<file path="src/rtl/core/dsq_pkg.sv">
// Shared constants for the delta sleep queue: field widths, action codes and release limit.
`timescale 1ns / 1ps

package dsq_pkg;

  localparam int ID_WIDTH     = 4;
  localparam int TICKS_WIDTH  = 32;
  localparam int ACTION_WIDTH = 2;

  localparam logic [ACTION_WIDTH-1:0] ACT_SLEEP   = 2'd0;
  localparam logic [ACTION_WIDTH-1:0] ACT_TICK    = 2'd1;
  localparam logic [ACTION_WIDTH-1:0] ACT_RELEASE = 2'd2;

  // Most threads woken by a single release word.
  localparam int RESULT_LIMIT = 16;
  localparam int NW           = $clog2(RESULT_LIMIT + 1);

endpackage

</file>
<file path="src/rtl/core/dsq_req_if.sv">
// Request channel of the delta sleep queue: valid, ready and the request word.
`timescale 1ns / 1ps

interface dsq_req_if import dsq_pkg::*; ();

  logic                    valid;
  logic                    ready;
  logic [ACTION_WIDTH-1:0] action;
  logic [ID_WIDTH-1:0]     thread_id;
  logic [TICKS_WIDTH-1:0]  sleep_ticks;

  modport source (output valid, output action, output thread_id, output sleep_ticks,
                  input ready);
  modport sink (input valid, input action, input thread_id, input sleep_ticks,
                output ready);

endinterface

</file>
<file path="src/rtl/core/dsq_rsp_if.sv">
// Response channel of the delta sleep queue: valid, ready and the result word.
`timescale 1ns / 1ps

interface dsq_rsp_if import dsq_pkg::*; ();

  logic                valid;
  logic                ready;
  logic [ID_WIDTH-1:0] woken_id;
  logic                woken_valid;
  logic                full_error;
  logic                last;

  modport source (output valid, output woken_id, output woken_valid, output full_error,
                  output last, input ready);
  modport sink (input valid, input woken_id, input woken_valid, input full_error,
                input last, output ready);

endinterface

</file>
<file path="src/rtl/core/dsq_row_mem.sv">
// Entry memory of the sleep queue: one write port and one registered read port.
`timescale 1ns / 1ps

module dsq_row_mem #(
  parameter int DEPTH = 16,
  parameter int WIDTH = 36
) (
  input  logic                     clk,
  input  logic                     wr_en,
  input  logic [$clog2(DEPTH)-1:0] wr_addr,
  input  logic [WIDTH-1:0]         wr_data,
  input  logic [$clog2(DEPTH)-1:0] rd_addr,
  output logic [WIDTH-1:0]         rd_data
);

  logic [WIDTH-1:0] mem [DEPTH];

  always_ff @(posedge clk) begin
    if (wr_en) begin
      mem[wr_addr] <= wr_data;
    end
  end

  always_ff @(posedge clk) begin
    rd_data <= mem[rd_addr];
  end

endmodule

</file>
<file path="src/rtl/core/delta_sleep_queue_core.sv">
// Top level of the delta sleep queue: delta list held in a ring of memory rows.
//
//   Channel  Role    Word
//   req      sink    action, thread_id, sleep_ticks
//   rsp      source  woken_id, woken_valid, full_error, last
//
// A sleep word walks the list, moves the later entries up one row, rewrites its
// successor's delta and writes the new entry; a refused sleep word only answers
// with full_error. A tick decrements a nonzero head delta; a release wakes the head
// entries with zero delta; a tick or a release on an empty list does nothing.
// Reset clears the count and ring head; the entry memory is never cleared.
// A stalled response holds the engine only when a further result must be loaded.
`timescale 1ns / 1ps

module delta_sleep_queue_core import dsq_pkg::*; #(
  parameter int MAX_SLEEPERS = 16,
  parameter int DELTA_WIDTH  = 32
) (
  input logic       clk,
  input logic       rst,
  dsq_req_if.sink   req,
  dsq_rsp_if.source rsp
);

  localparam int AW = $clog2(MAX_SLEEPERS);
  localparam int CW = $clog2(MAX_SLEEPERS + 1);
  localparam int SW = CW + 1;
  localparam int RW = ID_WIDTH + DELTA_WIDTH;

  typedef struct packed {
    logic [ID_WIDTH-1:0]    thread;
    logic [DELTA_WIDTH-1:0] delta;
  } row_t;

  typedef enum logic [3:0] {
    S_IDLE, S_WALK, S_FIX, S_SHIFT, S_SUCC, S_PLACE, S_EMIT, S_TICK, S_REL
  } state_t;

  state_t                 state;
  logic [AW-1:0]          head;
  logic [CW-1:0]          count;
  logic [CW-1:0]          p;
  logic [CW-1:0]          pos;
  logic [CW-1:0]          j;
  logic [DELTA_WIDTH-1:0] cum;
  logic [DELTA_WIDTH-1:0] diff;
  logic [DELTA_WIDTH-1:0] tsat;
  logic [ID_WIDTH-1:0]    id;
  logic                   err;
  logic                   has_succ;
  row_t                   succ;
  logic [NW-1:0]          n;
  logic                   have_pend;
  logic [ID_WIDTH-1:0]    pend_id;

  logic                   out_valid;
  logic [ID_WIDTH-1:0]    out_id;
  logic                   out_woken;
  logic                   out_err;
  logic                   out_last;
  logic                   out_load;

  logic                   wr_en;
  logic [AW-1:0]          wr_addr;
  row_t                   wr_row;
  logic [AW-1:0]          rd_addr;
  logic [RW-1:0]          rd_data;
  row_t                   rd_row;

  logic                   slot_free;
  logic [DELTA_WIDTH-1:0] cand;
  logic                   due;
  logic [AW-1:0]          head_inc;
  logic [DELTA_WIDTH-1:0] adj;

  function automatic logic [AW-1:0] phys(input logic [AW-1:0] base,
                                         input logic [CW-1:0] l);
    logic [SW-1:0] s;
    s = SW'(base) + SW'(l);
    if (s >= SW'(MAX_SLEEPERS)) begin
      s = s - SW'(MAX_SLEEPERS);
    end
    return AW'(s);
  endfunction

  function automatic logic [DELTA_WIDTH-1:0] sat_ticks(input logic [TICKS_WIDTH-1:0] t);
    logic [63:0] w;
    w = 64'(t);
    if ((w >> DELTA_WIDTH) != 64'd0) begin
      return '1;
    end
    return DELTA_WIDTH'(w);
  endfunction

  dsq_row_mem #(
    .DEPTH (MAX_SLEEPERS),
    .WIDTH (RW)
  ) u_mem (
    .clk     (clk),
    .wr_en   (wr_en),
    .wr_addr (wr_addr),
    .wr_data (RW'(wr_row)),
    .rd_addr (rd_addr),
    .rd_data (rd_data)
  );

  assign rd_row    = row_t'(rd_data);
  assign slot_free = !out_valid || rsp.ready;
  assign out_load  = slot_free && ((state == S_EMIT) || ((state == S_REL) && have_pend));
  assign cand      = cum + rd_row.delta;
  assign due       = (count != '0) && (rd_row.delta == '0) && (n < NW'(RESULT_LIMIT));
  assign head_inc  = (head == AW'(MAX_SLEEPERS - 1)) ? '0 : head + 1'b1;
  assign adj       = (succ.delta >= diff) ? succ.delta - diff : '0;

  always_comb begin
    rd_addr = head;
    wr_en   = 1'b0;
    wr_addr = phys(head, pos);
    wr_row  = '0;
    case (state)
      S_WALK: begin
        if (cand <= tsat && CW'(p + 1'b1) < count) begin
          rd_addr = phys(head, CW'(p + 1'b1));
        end
      end
      S_FIX: begin
        rd_addr = phys(head, CW'(count - 1'b1));
      end
      S_SHIFT: begin
        wr_en   = 1'b1;
        wr_addr = phys(head, CW'(j + 1'b1));
        wr_row  = rd_row;
        rd_addr = phys(head, CW'(j - 1'b1));
      end
      S_SUCC: begin
        wr_en   = 1'b1;
        wr_addr = phys(head, CW'(pos + 1'b1));
        wr_row  = '{thread: succ.thread, delta: adj};
      end
      S_PLACE: begin
        wr_en  = 1'b1;
        wr_row = '{thread: id, delta: diff};
      end
      S_TICK: begin
        wr_en   = (rd_row.delta != '0);
        wr_addr = head;
        wr_row  = '{thread: rd_row.thread, delta: rd_row.delta - 1'b1};
      end
      S_REL: begin
        if (due && (!have_pend || slot_free)) begin
          rd_addr = head_inc;
        end
      end
      default: begin
        rd_addr = head;
      end
    endcase
  end

  always_ff @(posedge clk) begin
    if (rst) begin
      state     <= S_IDLE;
      head      <= '0;
      count     <= '0;
      p         <= '0;
      pos       <= '0;
      j         <= '0;
      n         <= '0;
      has_succ  <= 1'b0;
      have_pend <= 1'b0;
      out_valid <= 1'b0;
    end else begin
      if (out_load) begin
        out_valid <= 1'b1;
      end else if (rsp.ready) begin
        out_valid <= 1'b0;
      end
      case (state)
        S_IDLE: begin
          if (req.valid) begin
            id   <= req.thread_id;
            tsat <= sat_ticks(req.sleep_ticks);
            case (req.action)
              ACT_SLEEP: begin
                if (count == CW'(MAX_SLEEPERS)) begin
                  err   <= 1'b1;
                  state <= S_EMIT;
                end else begin
                  err <= 1'b0;
                  cum <= '0;
                  p   <= '0;
                  if (count == '0) begin
                    pos      <= '0;
                    has_succ <= 1'b0;
                    state    <= S_FIX;
                  end else begin
                    state <= S_WALK;
                  end
                end
              end
              ACT_TICK: begin
                if (count != '0) begin
                  state <= S_TICK;
                end
              end
              ACT_RELEASE: begin
                if (count != '0) begin
                  n         <= '0;
                  have_pend <= 1'b0;
                  state     <= S_REL;
                end
              end
              default: begin
                state <= S_IDLE;
              end
            endcase
          end
        end
        S_WALK: begin
          if (cand <= tsat) begin
            cum <= cand;
            if (CW'(p + 1'b1) < count) begin
              p <= p + 1'b1;
            end else begin
              pos      <= count;
              has_succ <= 1'b0;
              state    <= S_FIX;
            end
          end else begin
            pos      <= p;
            succ     <= rd_row;
            has_succ <= 1'b1;
            state    <= S_FIX;
          end
        end
        S_FIX: begin
          diff <= tsat - cum;
          if (has_succ) begin
            j <= count - 1'b1;
            if (CW'(count - 1'b1) > pos) begin
              state <= S_SHIFT;
            end else begin
              state <= S_SUCC;
            end
          end else begin
            state <= S_PLACE;
          end
        end
        S_SHIFT: begin
          if (j > CW'(pos + 1'b1)) begin
            j <= j - 1'b1;
          end else begin
            state <= S_SUCC;
          end
        end
        S_SUCC: begin
          state <= S_PLACE;
        end
        S_PLACE: begin
          count <= count + 1'b1;
          state <= S_EMIT;
        end
        S_EMIT: begin
          if (slot_free) begin
            out_id    <= '0;
            out_woken <= 1'b0;
            out_err   <= err;
            out_last  <= 1'b1;
            state     <= S_IDLE;
          end
        end
        S_TICK: begin
          state <= S_IDLE;
        end
        S_REL: begin
          if (due) begin
            if (!have_pend || slot_free) begin
              if (have_pend) begin
                out_id    <= pend_id;
                out_woken <= 1'b1;
                out_err   <= 1'b0;
                out_last  <= 1'b0;
              end
              pend_id   <= rd_row.thread;
              have_pend <= 1'b1;
              head      <= head_inc;
              count     <= count - 1'b1;
              n         <= n + 1'b1;
            end
          end else if (!have_pend) begin
            state <= S_IDLE;
          end else if (slot_free) begin
            out_id    <= pend_id;
            out_woken <= 1'b1;
            out_err   <= 1'b0;
            out_last  <= 1'b1;
            have_pend <= 1'b0;
            state     <= S_IDLE;
          end
        end
        default: begin
          state <= S_IDLE;
        end
      endcase
    end
  end

  assign req.ready       = (state == S_IDLE);
  assign rsp.valid       = out_valid;
  assign rsp.woken_id    = out_id;
  assign rsp.woken_valid = out_woken;
  assign rsp.full_error  = out_err;
  assign rsp.last        = out_last;

  a_count_bound: assert property (@(posedge clk) disable iff (rst)
    count <= CW'(MAX_SLEEPERS))
    else $error("sleeper count exceeds the list depth");

  a_release_limit: assert property (@(posedge clk) disable iff (rst)
    n <= NW'(RESULT_LIMIT))
    else $error("release woke more threads than one word allows");

  a_release_no_grow: assert property (@(posedge clk) disable iff (rst)
    state == S_REL |=> count <= $past(count))
    else $error("release raised the sleeper count");

  a_place_in_range: assert property (@(posedge clk) disable iff (rst)
    state == S_PLACE |-> (pos <= count) && (count < CW'(MAX_SLEEPERS)))
    else $error("insert position lies outside the live list");

endmodule
</file>
<file path="src/flat_wrapper.sv">
// flat-port wrapper written by rule: the top's interface ports become plain ports
module delta_sleep_queue_core_flat import dsq_pkg::*;
#(
  parameter int MAX_SLEEPERS = 16,
  parameter int DELTA_WIDTH  = 32
)
  (clk, rst, req_valid, req_action, req_thread_id, req_sleep_ticks, req_ready, rsp_valid, rsp_woken_id, rsp_woken_valid, rsp_full_error, rsp_last, rsp_ready);
  dsq_req_if req_i ();
  dsq_rsp_if rsp_i ();
  input logic clk;
  input logic rst;
  input wire logic [$bits(req_i.valid)-1:0] req_valid;
  input wire logic [$bits(req_i.action)-1:0] req_action;
  input wire logic [$bits(req_i.thread_id)-1:0] req_thread_id;
  input wire logic [$bits(req_i.sleep_ticks)-1:0] req_sleep_ticks;
  output wire logic [$bits(req_i.ready)-1:0] req_ready;
  output wire logic [$bits(rsp_i.valid)-1:0] rsp_valid;
  output wire logic [$bits(rsp_i.woken_id)-1:0] rsp_woken_id;
  output wire logic [$bits(rsp_i.woken_valid)-1:0] rsp_woken_valid;
  output wire logic [$bits(rsp_i.full_error)-1:0] rsp_full_error;
  output wire logic [$bits(rsp_i.last)-1:0] rsp_last;
  input wire logic [$bits(rsp_i.ready)-1:0] rsp_ready;
  assign req_i.valid = req_valid;
  assign req_i.action = req_action;
  assign req_i.thread_id = req_thread_id;
  assign req_i.sleep_ticks = req_sleep_ticks;
  assign req_ready = req_i.ready;
  assign rsp_valid = rsp_i.valid;
  assign rsp_woken_id = rsp_i.woken_id;
  assign rsp_woken_valid = rsp_i.woken_valid;
  assign rsp_full_error = rsp_i.full_error;
  assign rsp_last = rsp_i.last;
  assign rsp_i.ready = rsp_ready;
  delta_sleep_queue_core #(.MAX_SLEEPERS(MAX_SLEEPERS), .DELTA_WIDTH(DELTA_WIDTH)) u_core (.clk(clk), .rst(rst), .req(req_i), .rsp(rsp_i));
endmodule
</file>
<file path="config.mk">
export PLATFORM = sky130hd
export DESIGN_NAME = delta_sleep_queue_core_flat
export DESIGN_NICKNAME = d
export VERILOG_FILES = /design/src/rtl/core/dsq_pkg.sv /design/src/rtl/core/dsq_req_if.sv /design/src/rtl/core/dsq_rsp_if.sv /design/src/rtl/core/dsq_row_mem.sv /design/src/rtl/core/delta_sleep_queue_core.sv /design/src/flat_wrapper.sv
export SDC_FILE = /design/constraint.sdc
export NUM_CORES = 1
export LEC_CHECK = 0
export ABC_AREA = 1
export BUFFER_PORTS_ARGS = -buffer_cell sky130_fd_sc_hd__buf_2
export CORE_MARGIN = 2
export CORE_UTILIZATION = 30
export DETAILED_ROUTE_END_ITERATION = 10
export PLACE_DENSITY = 0.42
export SETUP_SLACK_MARGIN = 0.05
export SYNTH_ARGS = -nofsm -noshare
export SYNTH_HDL_FRONTEND = slang
export SYNTH_SLANG_ARGS = --single-unit
</file>
<file path="constraint.sdc">
create_clock -name clk -period 6.28 [get_ports clk]
set_input_delay 0.628 -clock clk [delete_from_list [all_inputs] [get_ports clk]]
set_output_delay 0.628 -clock clk [all_outputs]
set_load 0.03 [all_outputs]
</file>
==> metrics.md <==
| Metric | Value |
|---|---|
| Status | completed |
| Initial drt markers | 2157 |
| Unique masters post-synth | 53 |
| Reg clk slew, reported paths | 0.06 ns |
| Leakage | 19.83 nW |
| Final Skew | 0.01923 ns |
| Max-capacitance violation count | 0 |
| Main synth FF type | edfxtp_1 |
| Slowest Stage Delay on Critical Path | 0.42 ns |
| Syn_area_per_cell | 9.566 um2 |
| Gr ovfl total | 0 |
| Die area | 0.1399 mm2 |
| Fin crit period | 5.793 ns |
| Crit-path max FO | 24 |
| First-pass GRT wire length | 193.4 mm |
| Core area | 0.1356 mm2 |
| GR Layer Usage met3 | 2.037% |
| Post-Syn Area | 0.04108 mm2 |
| Initial antenna violation count | 1 |
| DP Area | 0.04427 mm2 |
| Worst hold path type | in2reg |
| YS warnings | 0 |
| Vias per inst | 4.803 |
| Register area share after synthesis | 56.44% |
| Hold-fix buffers, CTS | 0 |
| Crit Path Class | reg2reg |
| DIE WIDTH | 374.0 um |
| Most used cell, CP | nand3_1 |
| Later-pin clock latency in the skew report | 0.71 ns |
| Commonest cells after routing, fill and taps aside | nand2_1 (761), inv_1 (728), nand3_1 (728) |
| Wire per inst | 20.58 um |
| RSZ-0062 raised after global routing | false |
| Final setup viols | 0 |
| Pre-CTS WS | -0.3053 ns |
| Setup crit end kind | flop |
| Total power | 24.36 mW |
| Top Ports | 51 |
| Die H | 374.0 um |
| Root buffer cell | clkbuf_16 |
| Synthesized instance count | 4294 |
| Vias in the first global route | 29.30k |
| M2 GR Usage | 30.06% |
| Starting density of the core | 30.28% |
| Antenna-violating nets left | 0 |
| Final #Nets | 4615 |
| Largest net degree at the start of global routing | 101 |
| PnR worst setup slack | 0.4872 ns |
| CTS Sinks | 796 |
| Grt peak-use layer | met2 |
| Final Cell Area | 0.04758 mm2 |
| WL final | 129.1 mm |
| Startpoint Class | flop |
| Critical Path AT | 6.44 ns |
| H-Tree Depth | 3 |
| Final GP Congestion | 0.8636 |
| Slew @ Worst Pin | 1.308 ns |
| Hpwl dp | 82.18 mm |
| EDFF count, synth | 724 |
| Worst path slowest cell | edfxtp_1 |
| Met1 usage | 25.74% |
| Final number of max-transition violations | 0 |
| Async set-reset flop share out of synthesis | 0% |
| CTS Buf Count | 96 |
| First-pass DRT Iterations | 5 |
| Max_slew headroom | 12.68% |
| Post-Syn Nets | 4501 |
| Area growth syn-to-layout | 15.83% |
| Layout fillers | 13.85k |
| Via count | 30.12k |
| Most common cell after layout, fill and taps aside | nand2_1 |
| Final core utilization | 35.08% |
| Final hold vios | 0 |
| Yosys reg bits | 796 |
| Period utilization | 92.24% |
| Total GRT Usage | 18.24% |
| Pwr dens | 512.1 mW/mm2 |
| VDD IR max | 0.3249 mV |
| Highest clock rate | 172.6 MHz |
| Cell Rows | 135 |
| Post-route DRC | 0 |
| TritonCTS clock tree | done |
| Required time of the critical path | 6.93 ns |
| Port Buffer Count | 50 |
| Clock Tree Buf Depth | 3 |
| Share of cells above drive strength 1 | 8.955% |
==> final timing paths <==
path	cells past startpoint	endpoint	from	slack [ns]
hold / removal	1	u_core.tsat[12]	req_sleep_ticks[12]	0.08
hold reg to reg	2	u_core.n[4]	u_core.n[3]	0.46
setup / recovery	33	u_core.u_mem.rd_data[34]	u_core.cum[2]	0.49
setup reg to reg	33	u_core.u_mem.rd_data[34]	u_core.cum[2]	0.49
==> flip-flops by register name, indices dropped and copies added, names as in the netlist, 4 cells and up <==
name,count
u_core.count,5
u_core.cum,32
u_core.diff,32
u_core.head,4
u_core.id,4
u_core.j,5
u_core.n,5
u_core.p,5
u_core.pend_id,4
u_core.pos,5
u_core.rsp.woken_id,4
u_core.state,4
u_core.succ,36
u_core.tsat,32
u_core.u_mem.mem,576
u_core.u_mem.rd_data,36
==> cell usage after synthesis (13+ instances only) <==
master,n,area [um2]
buf_2,48,240.2
a21oi_1,170,850.8
nand3_1,729,3649
nor2_1,200,750.7
dfxtp_1,72,1441
nor3_1,29,145.1
ha_1,159,1989
inv_1,728,2733
xor2_1,61,534.3
xnor2_1,38,332.8
o2111ai_1,28,245.2
nand4_1,16,100.1
edfxtp_1,724,21740
o21ai_0,123,615.6
nand2_1,766,2875
buf_6,22,247.7
nand3b_1,110,825.8
o21a_1,13,97.59
a21o_1,18,135.1
a31oi_1,19,118.9
clkbuf_1,70,262.8
buf_1,14,52.55
buf_4,15,112.6
==> metal layers <==
metal	vias to the layer above	share of wire, %
met5	-	0
met4	0	1.6
met3	123	3.4
li1	14810	-
met2	533	47
met1	14650	48
==> through the flow <==
stage / cells / setup TNS (ns) / hold slack, ns
after floorplan: 4294 / 0 / 0.4262
after global placement: 6082 / -1.393 / 0.4493
after detailed placement: 6082 / -0.9848 / 0.4588
after CTS: 6269 / 0 / 0.01567
after global routing: 6270 / 0 / 0.04608
final: 6271 / 0 / 0.08451
==> critical path: cells and delay by family (launching register included) <==
family	cells	cell delay, ns
AOI/OAI and AO/OA	10	2.11
adders and majority gates	2	0.65
buffers and inverters	6	0.96
DFF	1	0.42
and+or+nand+nor	15	1.54
==> final cells by class <==
type	count	area [um2]	area share, %
diodes	1	2.502	0.005259
clock buffers	124	2570	5.401
clock inverters	55	521.8	1.097
inverters	734	2760	5.801
multi-input cells	2595	14520	30.52
flip-flops and latches	796	23180	48.72
well taps	1781	2228	4.683
repair buffers	185	1793	3.768
==> where the power goes <==
| group | switching (mW) | internal [mW] |
|---|---|---|
| sequential | 0.429 | 6.56 |
| combinational | 7.89 | 3.92 |
| clock | 2.37 | 3.19 |
==> logic make-up (layout without fill, tap and decap cells) <==
kind of cell / after synthesis / after routing / synth area share [%]
AO/OA/AOI/OAI: 439 / 439 / 6.278
XOR/XNOR: 99 / 99 / 2.111
adder cells (fa/ha/maj): 165 / 165 / 5.136
buffers and inverters: 904 / 1098 / 8.973
flip-flops: 796 / 796 / 56.44
other: 0 / 1 / 0
AND/OR/NAND/NOR: 1891 / 1892 / 21.07
==> what timing repair did <==
item / in CTS / in global routing
pin swaps: 2 / 2
setup endpoints to repair: 34 / 42
buffers inserted: 5 / 0
gates cloned: 3 / 1
gates resized for setup: 6 / 16
Note: power is estimated with default switching activity, not from simulation.
